### config.mk
export PLATFORM = sky130hd
export DESIGN_NAME = bss_ctrl
export DESIGN_NICKNAME = d
export VERILOG_FILES = /design/src/hw/rtl/bss_pkg.sv /design/src/hw/rtl/bss_ctrl.sv
export VERILOG_INCLUDE_DIRS = /design/src /design/src/hw/rtl
export SDC_FILE = /design/constraint.sdc
export NUM_CORES = 1
export LEC_CHECK = 0
export CORE_AREA = 2 2 39 41
export DETAILED_ROUTE_END_ITERATION = 7
export DIE_AREA = 0 0 41 43
export DONT_BUFFER_PORTS = 1
export GPL_TIMING_DRIVEN = 0
export PLACE_DENSITY = 0.63
export SKIP_LAST_GASP = 1
export SLEW_MARGIN = 5
export SYNTH_ARGS = -nofsm -noshare
export SYNTH_HDL_FRONTEND = slang
export SYNTH_SLANG_ARGS = --single-unit
### constraint.sdc
create_clock -name aclk -period 3.75 [get_ports aclk]
set_input_delay 0.75 -clock aclk [delete_from_list [all_inputs] [get_ports aclk]]
set_output_delay 0.75 -clock aclk [all_outputs]
set_load 0.005 [all_outputs]
### src/hw/rtl/bamboo_shaker_synth_unit_defines.svh
// Assertion macros shared by the bamboo shaker RTL.
`ifndef BAMBOO_SHAKER_SYNTH_UNIT_DEFINES_SVH
`define BAMBOO_SHAKER_SYNTH_UNIT_DEFINES_SVH

// Same-cycle implication, clocked on aclk, off during reset.
`define BSS_ASSERT(label, ante, cons, msg) \
    label: assert property (@(posedge aclk) disable iff (!aresetn) (ante) |-> (cons)) else $error(msg);

// Next-cycle implication, clocked on aclk, off during reset.
`define BSS_ASSERT_NEXT(label, ante, cons, msg) \
    label: assert property (@(posedge aclk) disable iff (!aresetn) (ante) |=> (cons)) else $error(msg);

`endif

### src/hw/rtl/bss_pkg.sv
// Shared types, constants and cosine-table functions for the bamboo shaker.
package bss_pkg;

    localparam int CFG_IDX_W  = 3;
    localparam int CFG_DATA_W = 28;
    localparam int S_TDATA_W  = 104;
    localparam int M_TDATA_W  = 32;

    // register indexes
    localparam logic [CFG_IDX_W-1:0] REG_TUBE_COUNT   = 3'd0;
    localparam logic [CFG_IDX_W-1:0] REG_LEVEL_GAIN   = 3'd1;
    localparam logic [CFG_IDX_W-1:0] REG_SYSTEM_DECAY = 3'd2;
    localparam logic [CFG_IDX_W-1:0] REG_RES_FREQ     = 3'd3;
    localparam logic [CFG_IDX_W-1:0] REG_RES_SPREAD   = 3'd4;
    localparam logic [CFG_IDX_W-1:0] REG_RES_RANDOM   = 3'd5;

    localparam logic [12:0] RST_TUBE_COUNT   = 13'd5;
    localparam logic [27:0] RST_LEVEL_GAIN   = 28'd13421773;
    localparam logic [24:0] RST_SYSTEM_DECAY = 25'd16776378;
    localparam logic [23:0] RST_RES_FREQ     = 24'd1521747;

    // input item field offsets in s_tdata
    localparam int F_DRAW_LSB  = 0;
    localparam int F_NC_LSB    = 13;
    localparam int F_NL_LSB    = 28;
    localparam int F_NU_LSB    = 43;
    localparam int F_NE_LSB    = 58;
    localparam int F_SHAKE_LSB = 73;

    // datapath operations
    localparam int OP_W = 5;
    typedef logic [OP_W-1:0] op_t;
    localparam op_t OP_NONE = 5'd0;
    localparam op_t OP_LOAD = 5'd1;
    localparam op_t OP_E1   = 5'd2;   // energy += shake * 0.1
    localparam op_t OP_E2   = 5'd3;   // energy *= system_decay
    localparam op_t OP_C1   = 5'd4;   // level += gain * energy
    localparam op_t OP_RJ   = 5'd5;   // jitter product
    localparam op_t OP_PH   = 5'd6;   // phase = freq * factor
    localparam op_t OP_CS   = 5'd7;   // cosine table read
    localparam op_t OP_CF   = 5'd8;   // coefficient = -2r * cos
    localparam op_t OP_XL   = 5'd9;
    localparam op_t OP_XH   = 5'd10;
    localparam op_t OP_DL   = 5'd11;
    localparam op_t OP_DH   = 5'd12;
    localparam op_t OP_R0L  = 5'd13;
    localparam op_t OP_R0H  = 5'd14;
    localparam op_t OP_R1L  = 5'd15;
    localparam op_t OP_R1H  = 5'd16;
    localparam op_t OP_OUT  = 5'd17;

    typedef struct packed {
        op_t        op;
        logic [1:0] ridx;
    } dp_cmd_t;

    typedef struct packed {
        logic collide;
    } dp_status_t;

    localparam logic        [23:0] ENERGY_MAX    = 24'h800000;
    localparam logic signed [32:0] SHAKE_SCALE   = 33'sd13421773;
    localparam logic signed [32:0] NEG_RADIUS_X2 = -33'sd2136746230;
    localparam logic signed [32:0] RADIUS_SQ     = 33'sd1063031249;
    localparam logic signed [32:0] SOUND_DECAY   = 33'sd1020054733;
    localparam logic signed [32:0] Q28_ONE       = 33'sd268435456;

    localparam longint      Q30_ONE_L    = 64'sd1073741824;
    localparam longint      RADIUS_X2_L  = 64'sd2136746230;
    localparam logic [63:0] TWO_PI_Q30   = 64'd6746518852;

    localparam logic [23:0] RESET_PHASE [3] = '{24'd1065220, 24'd852176, 24'd1278264};

    // cos(x), x in [0, pi/2] as Q30 radians, by Horner-form Taylor series
    // (terms k = 10 down to 1, divisor (2k-1)(2k))
    function automatic longint cos_quarter(input longint x);
        longint x2;
        longint t;
        x2 = (x * x) >>> 30;
        t  = Q30_ONE_L;
        t  = Q30_ONE_L - ((x2 * t) >>> 30) / 64'sd380;
        t  = Q30_ONE_L - ((x2 * t) >>> 30) / 64'sd306;
        t  = Q30_ONE_L - ((x2 * t) >>> 30) / 64'sd240;
        t  = Q30_ONE_L - ((x2 * t) >>> 30) / 64'sd182;
        t  = Q30_ONE_L - ((x2 * t) >>> 30) / 64'sd132;
        t  = Q30_ONE_L - ((x2 * t) >>> 30) / 64'sd90;
        t  = Q30_ONE_L - ((x2 * t) >>> 30) / 64'sd56;
        t  = Q30_ONE_L - ((x2 * t) >>> 30) / 64'sd30;
        t  = Q30_ONE_L - ((x2 * t) >>> 30) / 64'sd12;
        t  = Q30_ONE_L - ((x2 * t) >>> 30) / 64'sd2;
        return t;
    endfunction

    // cos of a phase given as a fraction of a turn in 32 bits
    function automatic longint cos_from_turn(input logic [63:0] turn);
        logic [63:0] p;
        logic        neg;
        logic [63:0] xr;
        longint      c;
        p   = turn;
        neg = 1'b0;
        if (p > 64'h8000_0000) begin
            p = 64'h1_0000_0000 - p;
        end
        if (p > 64'h4000_0000) begin
            p   = 64'h8000_0000 - p;
            neg = 1'b1;
        end
        xr = (p * TWO_PI_Q30) >> 32;
        c  = cos_quarter(longint'(xr));
        return neg ? -c : c;
    endfunction

    function automatic longint coeff_of_cos(input longint c);
        return (-RADIUS_X2_L * c) >>> 30;
    endfunction

endpackage

### src/hw/rtl/bss_ctrl.sv
// Sequencer for the bamboo shaker: steps the datapath through one item.
`include "bamboo_shaker_synth_unit_defines.svh"
module bss_ctrl (
    input  logic                 aclk,
    input  logic                 aresetn,
    input  logic                 s_tvalid,
    output logic                 s_tready,
    output logic                 m_tvalid,
    input  logic                 m_tready,
    input  bss_pkg::dp_status_t  status,
    output bss_pkg::dp_cmd_t     cmd
);
    import bss_pkg::*;

    localparam logic [4:0] ST_IDLE = 5'd0;
    localparam logic [4:0] ST_E1   = 5'd1;
    localparam logic [4:0] ST_E2   = 5'd2;
    localparam logic [4:0] ST_C1   = 5'd3;
    localparam logic [4:0] ST_RJ   = 5'd4;
    localparam logic [4:0] ST_PH   = 5'd5;
    localparam logic [4:0] ST_CS   = 5'd6;
    localparam logic [4:0] ST_CF   = 5'd7;
    localparam logic [4:0] ST_XL   = 5'd8;
    localparam logic [4:0] ST_XH   = 5'd9;
    localparam logic [4:0] ST_DL   = 5'd10;
    localparam logic [4:0] ST_DH   = 5'd11;
    localparam logic [4:0] ST_R0L  = 5'd12;
    localparam logic [4:0] ST_R0H  = 5'd13;
    localparam logic [4:0] ST_R1L  = 5'd14;
    localparam logic [4:0] ST_R1H  = 5'd15;
    localparam logic [4:0] ST_OUT  = 5'd16;

    logic [4:0] state_reg, state_next;
    logic [1:0] ridx_reg, ridx_next;
    logic       m_tvalid_reg, m_tvalid_next;
    logic       accept;
    logic       out_fire;

    assign s_tready = (state_reg == ST_IDLE);
    assign accept   = s_tvalid && s_tready;
    assign out_fire = (state_reg == ST_OUT) && (!m_tvalid_reg || m_tready);
    assign m_tvalid = m_tvalid_reg;

    always_comb begin
        state_next = state_reg;
        ridx_next  = ridx_reg;
        cmd.ridx   = ridx_reg;
        cmd.op     = OP_NONE;
        case (state_reg)
            ST_IDLE: begin
                if (accept) begin
                    cmd.op     = OP_LOAD;
                    state_next = ST_E1;
                end
            end
            ST_E1: begin
                cmd.op     = OP_E1;
                state_next = ST_E2;
            end
            ST_E2: begin
                cmd.op     = OP_E2;
                ridx_next  = 2'd0;
                state_next = status.collide ? ST_C1 : ST_XL;
            end
            ST_C1: begin
                cmd.op     = OP_C1;
                state_next = ST_RJ;
            end
            ST_RJ: begin
                cmd.op     = OP_RJ;
                state_next = ST_PH;
            end
            ST_PH: begin
                cmd.op     = OP_PH;
                state_next = ST_CS;
            end
            ST_CS: begin
                cmd.op     = OP_CS;
                state_next = ST_CF;
            end
            ST_CF: begin
                cmd.op = OP_CF;
                if (ridx_reg == 2'd2) begin
                    ridx_next  = 2'd0;
                    state_next = ST_XL;
                end else begin
                    ridx_next  = ridx_reg + 2'd1;
                    state_next = ST_RJ;
                end
            end
            ST_XL: begin
                cmd.op     = OP_XL;
                state_next = ST_XH;
            end
            ST_XH: begin
                cmd.op     = OP_XH;
                state_next = ST_DL;
            end
            ST_DL: begin
                cmd.op     = OP_DL;
                state_next = ST_DH;
            end
            ST_DH: begin
                cmd.op     = OP_DH;
                ridx_next  = 2'd0;
                state_next = ST_R0L;
            end
            ST_R0L: begin
                cmd.op     = OP_R0L;
                state_next = ST_R0H;
            end
            ST_R0H: begin
                cmd.op     = OP_R0H;
                state_next = ST_R1L;
            end
            ST_R1L: begin
                cmd.op     = OP_R1L;
                state_next = ST_R1H;
            end
            ST_R1H: begin
                cmd.op = OP_R1H;
                if (ridx_reg == 2'd2) begin
                    ridx_next  = 2'd0;
                    state_next = ST_OUT;
                end else begin
                    ridx_next  = ridx_reg + 2'd1;
                    state_next = ST_R0L;
                end
            end
            ST_OUT: begin
                if (out_fire) begin
                    cmd.op     = OP_OUT;
                    state_next = ST_IDLE;
                end
            end
            default: begin
                state_next = ST_IDLE;
                ridx_next  = 2'd0;
            end
        endcase
    end

    always_comb begin
        m_tvalid_next = m_tvalid_reg;
        if (out_fire) begin
            m_tvalid_next = 1'b1;
        end else if (m_tready) begin
            m_tvalid_next = 1'b0;
        end
    end

    always_ff @(posedge aclk) begin
        if (!aresetn) begin
            state_reg    <= ST_IDLE;
            ridx_reg     <= 2'd0;
            m_tvalid_reg <= 1'b0;
        end else begin
            state_reg    <= state_next;
            ridx_reg     <= ridx_next;
            m_tvalid_reg <= m_tvalid_next;
        end
    end

    `BSS_ASSERT_NEXT(a_load_starts_energy, accept, state_reg == ST_E1, "accepted item did not start")
    `BSS_ASSERT_NEXT(a_out_loads, out_fire, m_tvalid_reg && (state_reg == ST_IDLE), "result not presented")
    `BSS_ASSERT(a_ridx_range, 1'b1, ridx_reg != 2'd3, "resonator index out of range")

endmodule

* Word level (Yosys, flattened, before mapping) *
Cells that the tools add are included.

word-level totals
  bits in registers = 8
  input bits = 5
  output and inout bits = 9

operators by class
  add/subtract/negate cells = 1
  equal/unequal tests = 19
  mux-type cells = 13
  reduce and logical (&&, ||, !) cells = 9

operators with widths
  cell                                                   count
  one-hot mux 5 bit (17 select lines)                    2
  == test 5 x 4 -> 1 bit, second input constant          8
  == test 5 x 3 -> 1 bit, second input constant          4
  2-to-1 mux 5 bit                                       4
  OR reduction 13 bit                                    1
  == test 5 x 2 -> 1 bit, second input constant          2
  2-to-1 mux 4 bit                                       2
  == test 5 x 1 -> 1 bit, second input constant          1
  == test 5 bit, second input constant                   1
  logical NOT 5 bit                                      1
  one-hot mux 2 bit (2 select lines)                     1
  2-to-1 mux 1 bit                                       3
  adder 2 x 1 -> 2 bit, second input constant            1
  == test 2 bit, second input constant                   1
  logical AND 1 bit                                      2
  2-to-1 mux 2 bit                                       1
  inequality test 2 x 1 -> 1 bit, second input constant  1
  inequality test 2 bit, second input constant           1
  AND reduction 2 bit                                    1
  nonzero test 2 bit                                     1
  OR reduction 2 bit                                     1
  logical NOT 1 bit                                      1
  logical OR 1 bit                                       1

* Longest topological paths before layout *
  depth after elaboration = 5
  depth in mapped cells = 5

* Worst setup path before layout *
OpenSTA, ideal clock, no wires.

  kind = input port to output port
  start point = in m_tready
  end point = out cmd[2] (netlist name)
  arrival = 1490 ps
  data required time = 3000 ps
  setup slack = 1510 ps
  stages on the path = 3
  path through = and2b_2 -> or3b_1 -> a21oi_1

RTL lines
  item                RTL line        RTL
  start: declaration  bss_ctrl.sv:9   input logic m_tready,
  end: declaration    bss_ctrl.sv:11  output bss_pkg::dp_cmd_t cmd

==> results_dict.tcl <==
set metrics [dict create \
    status "finished clean" \
    rrSetupSlack_ns 2.32 \
    core_region_area_sq_um 1380 \
    worstPathCellList "buf_6, or3_4, or3b_1, a21oi_1" \
    drc 0 \
    place_area_sq_um 579 \
    cts.path.max_buffers 2 \
    clk_pin_slew_worst_paths_ns 0.05 \
    hpwl_um 884 \
    cts_buffers 3 \
    overflow 0 \
    grt_pass1_vias 463 \
    viasPerCell 5.86 \
    seq_area_sq_um 160 \
    fillers 150 \
    setup_viol 0 \
    finalWorstSetupSlack_ns 1.43 \
    skew_ns 0.000505 \
    path_class "flip-flop to primary output" \
    drt_wl_total_um 1190 \
    fin_crit_sh_pct 61.8 \
    hold_start "ridx_reg[0]" \
    drtAntennaViolNets 0 \
    die_h_um 43 \
    worstSetupEndpointType "primary output" \
    grt_setup_unrepaired "false" \
    grt_antenna_before_repair 0 \
    cts-resized-gates 0 \
    hold_class "flip-flop to flip-flop" \
    ctsHtreeMaxLevel 1 \
    largest_reg_flops 5 \
    syn-num-nets 73 \
    multiInputGateArea_sq_um 342 \
    crit_path_max_fanout 10 \
    post_cts_buffers 0 \
    holdWs_ns 0.536 \
    slew_headroom_pct 63.2 \
    cts_tree "done" \
    clkSinkCount 8 \
    ys_seq_area_share_pct 28.6 \
    peakVddDrop_v 0.000161 \
    die_w_um 41 \
    cp_slowest_stage_delay_ns 0.35 \
    rr_worst_depth 4 \
    diodes 0 \
    initial_core_util_pct 40.4 \
    globalRouteTotalUtil_pct 17.0 \
    synth_area_sq_um 559 \
    io_pins 14 \
    rows 14 \
    ys_ff_latch 8 \
    max_freq_ghz 0.431 \
    vias 510 \
    period_minus_slack_ns 2.32 \
    layout-drive-gt1-share_pct 18.3 \
    arrival_ns 1.57 \
    placed_cells 84 \
    avgRoutedWirePerCell_um 13.7 \
    place_ws_ns 1.47 \
    leakagePower_uw 0.000217 \
    synth_cell_type_count 34 \
    firstDrtPassIters 4 \
    cts_hold_buf 0 \
    area_growth_syn_to_layout_pct 7.61 \
    grt_pass1_wl_um 1990 \
    rr_endpoint "state_reg[3]" \
    yosys_warnings 0 \
    tns_ns 0 \
    gp_congestion 0.691 \
    cts-root-buf "clkbuf_4" \
    hold-path-cell-count 2 \
    drtIter0Drc 12 \
    synthCells 68 \
    insertion_delay_ns 0.26 \
    grt_max_degree 11 \
    nets 78 \
    fin_area_sq_um 602 \
    crit_path_top_delay_cell "or3b_1" \
    min_to "ridx_reg[0]" \
    tightestPinTransition_ns 0.547 \
    dieArea_sq_um 1760 \
    crit_required_ns 3.00 \
    r2r-start "state_reg[2]" \
    avgSynthCellArea_sq_um 8.22 \
    hold_viol 0 \
    io_buffers 0 \
    stdcell_count 87 \
    critPathLaunchType "flip-flop" \
    maxCapViolations 0 \
    slew_viol_final 0 \
    p_per_area_nw_per_um2 344 \
]
==> metrics by stage <==
step | power [uW] | util, %
floorplan | 133 | -
global placement | 141 | 41.9
detailed placement | 142 | 41.9
CTS | 211 | 43.5
global route | 220 | 43.5
finish | 207 | 43.5
==> synth_stat cells <==
cell type	count	share of area (%)
a211oi_1	2	2.7
a21oi_1	5	4.5
a32oi_1	1	1.6
and2b_2	1	1.6
and3b_2	1	1.8
and4b_1	1	1.8
buf_2	1	0.89
buf_6	4	8.1
clkbuf_1	1	0.67
dfxtp_1	8	29
inv_1	1	0.67
mux2i_1	1	1.8
nand2_1	7	4.7
nand2b_1	3	3.4
nand3_1	1	0.89
nand3b_1	1	1.3
nand4_1	1	1.1
nand4b_1	1	1.6
nor2_1	4	2.7
nor2b_1	3	3.4
nor3_1	2	1.8
nor3b_1	2	2.7
nor4_1	1	1.1
nor4b_1	1	1.6
o211ai_1	1	1.3
o21ai_0	1	0.89
o21bai_1	3	4.0
o22ai_1	3	3.4
or2_2	1	1.1
or3_4	1	2.0
or3b_1	1	1.6
or4b_2	1	1.8
xnor2_1	1	1.6
xor2_1	1	1.6
==> worst max path at each step <==
stage / from / endpoint / slack (ns)
3_5_place_dp: m_tready / cmd[2] / 1.47
2_1_floorplan: m_tready / cmd[2] / 1.51
6_report: state_reg[3] / cmd[2] / 1.43
3_3_place_gp: m_tready / cmd[2] / 1.47
5_1_grt: state_reg[3] / cmd[2] / 1.36
4_1_cts: state_reg[3] / cmd[2] / 1.42
==> cell families (layout without fill, tap and decap cells) <==
family          Yosys count  count (layout)  share of synthesized area [%]
compound gates           16              16                           18.3
xor+xnor                  2               2                           3.13
flops                     8               8                           28.6
simple gates             34              34                           37.8
buf+inv                   7              10                           10.3
mux                       1               1                           1.79
==> layer usage <==
metal	global-route usage, %	part of all wire (%)	vias to the layer above
met5	0	0	-
met4	12.0	3.0	0
met3	5.24	5.6	4
met2	22.2	47	12
met1	22.8	44	240
li1	-	-	254
==> final cells by class <==
type / count / share of cell area (%)
flip-flops and latches: 8 / 26.6
well taps: 16 / 3.33
plain buffers: 6 / 8.94
multi-input cells: 53 / 56.8
inverters: 1 / 0.624
clock buffers: 3 / 3.74
==> worst max-delay path: cells and delay by family, from the launching register on <==
kind                   cells  cell delay (ns)
AOI/OAI and AO/OA          1             0.19
DFF                        1             0.30
buffers and inverters      1             0.13
and+or+nand+nor            2             0.68
==> placed cells by master (no fill, tap or decap), types with 2 or more instances in the layout <==
cell type	instances
nor3_1	2
nor3b_1	2
nor2_1	4
buf_6	4
clkbuf_4	3
nand2_1	7
a211oi_1	2
a21oi_1	5
dfxtp_1	8
nand2b_1	3
o21bai_1	3
o22ai_1	3
nor2b_1	3
==> power by group <==
group	internal, uW	switching [uW]
registers	88.8	4.71
clock network	36.7	30.6
logic	21.2	24.9
Power figures use the tool's default switching activity.
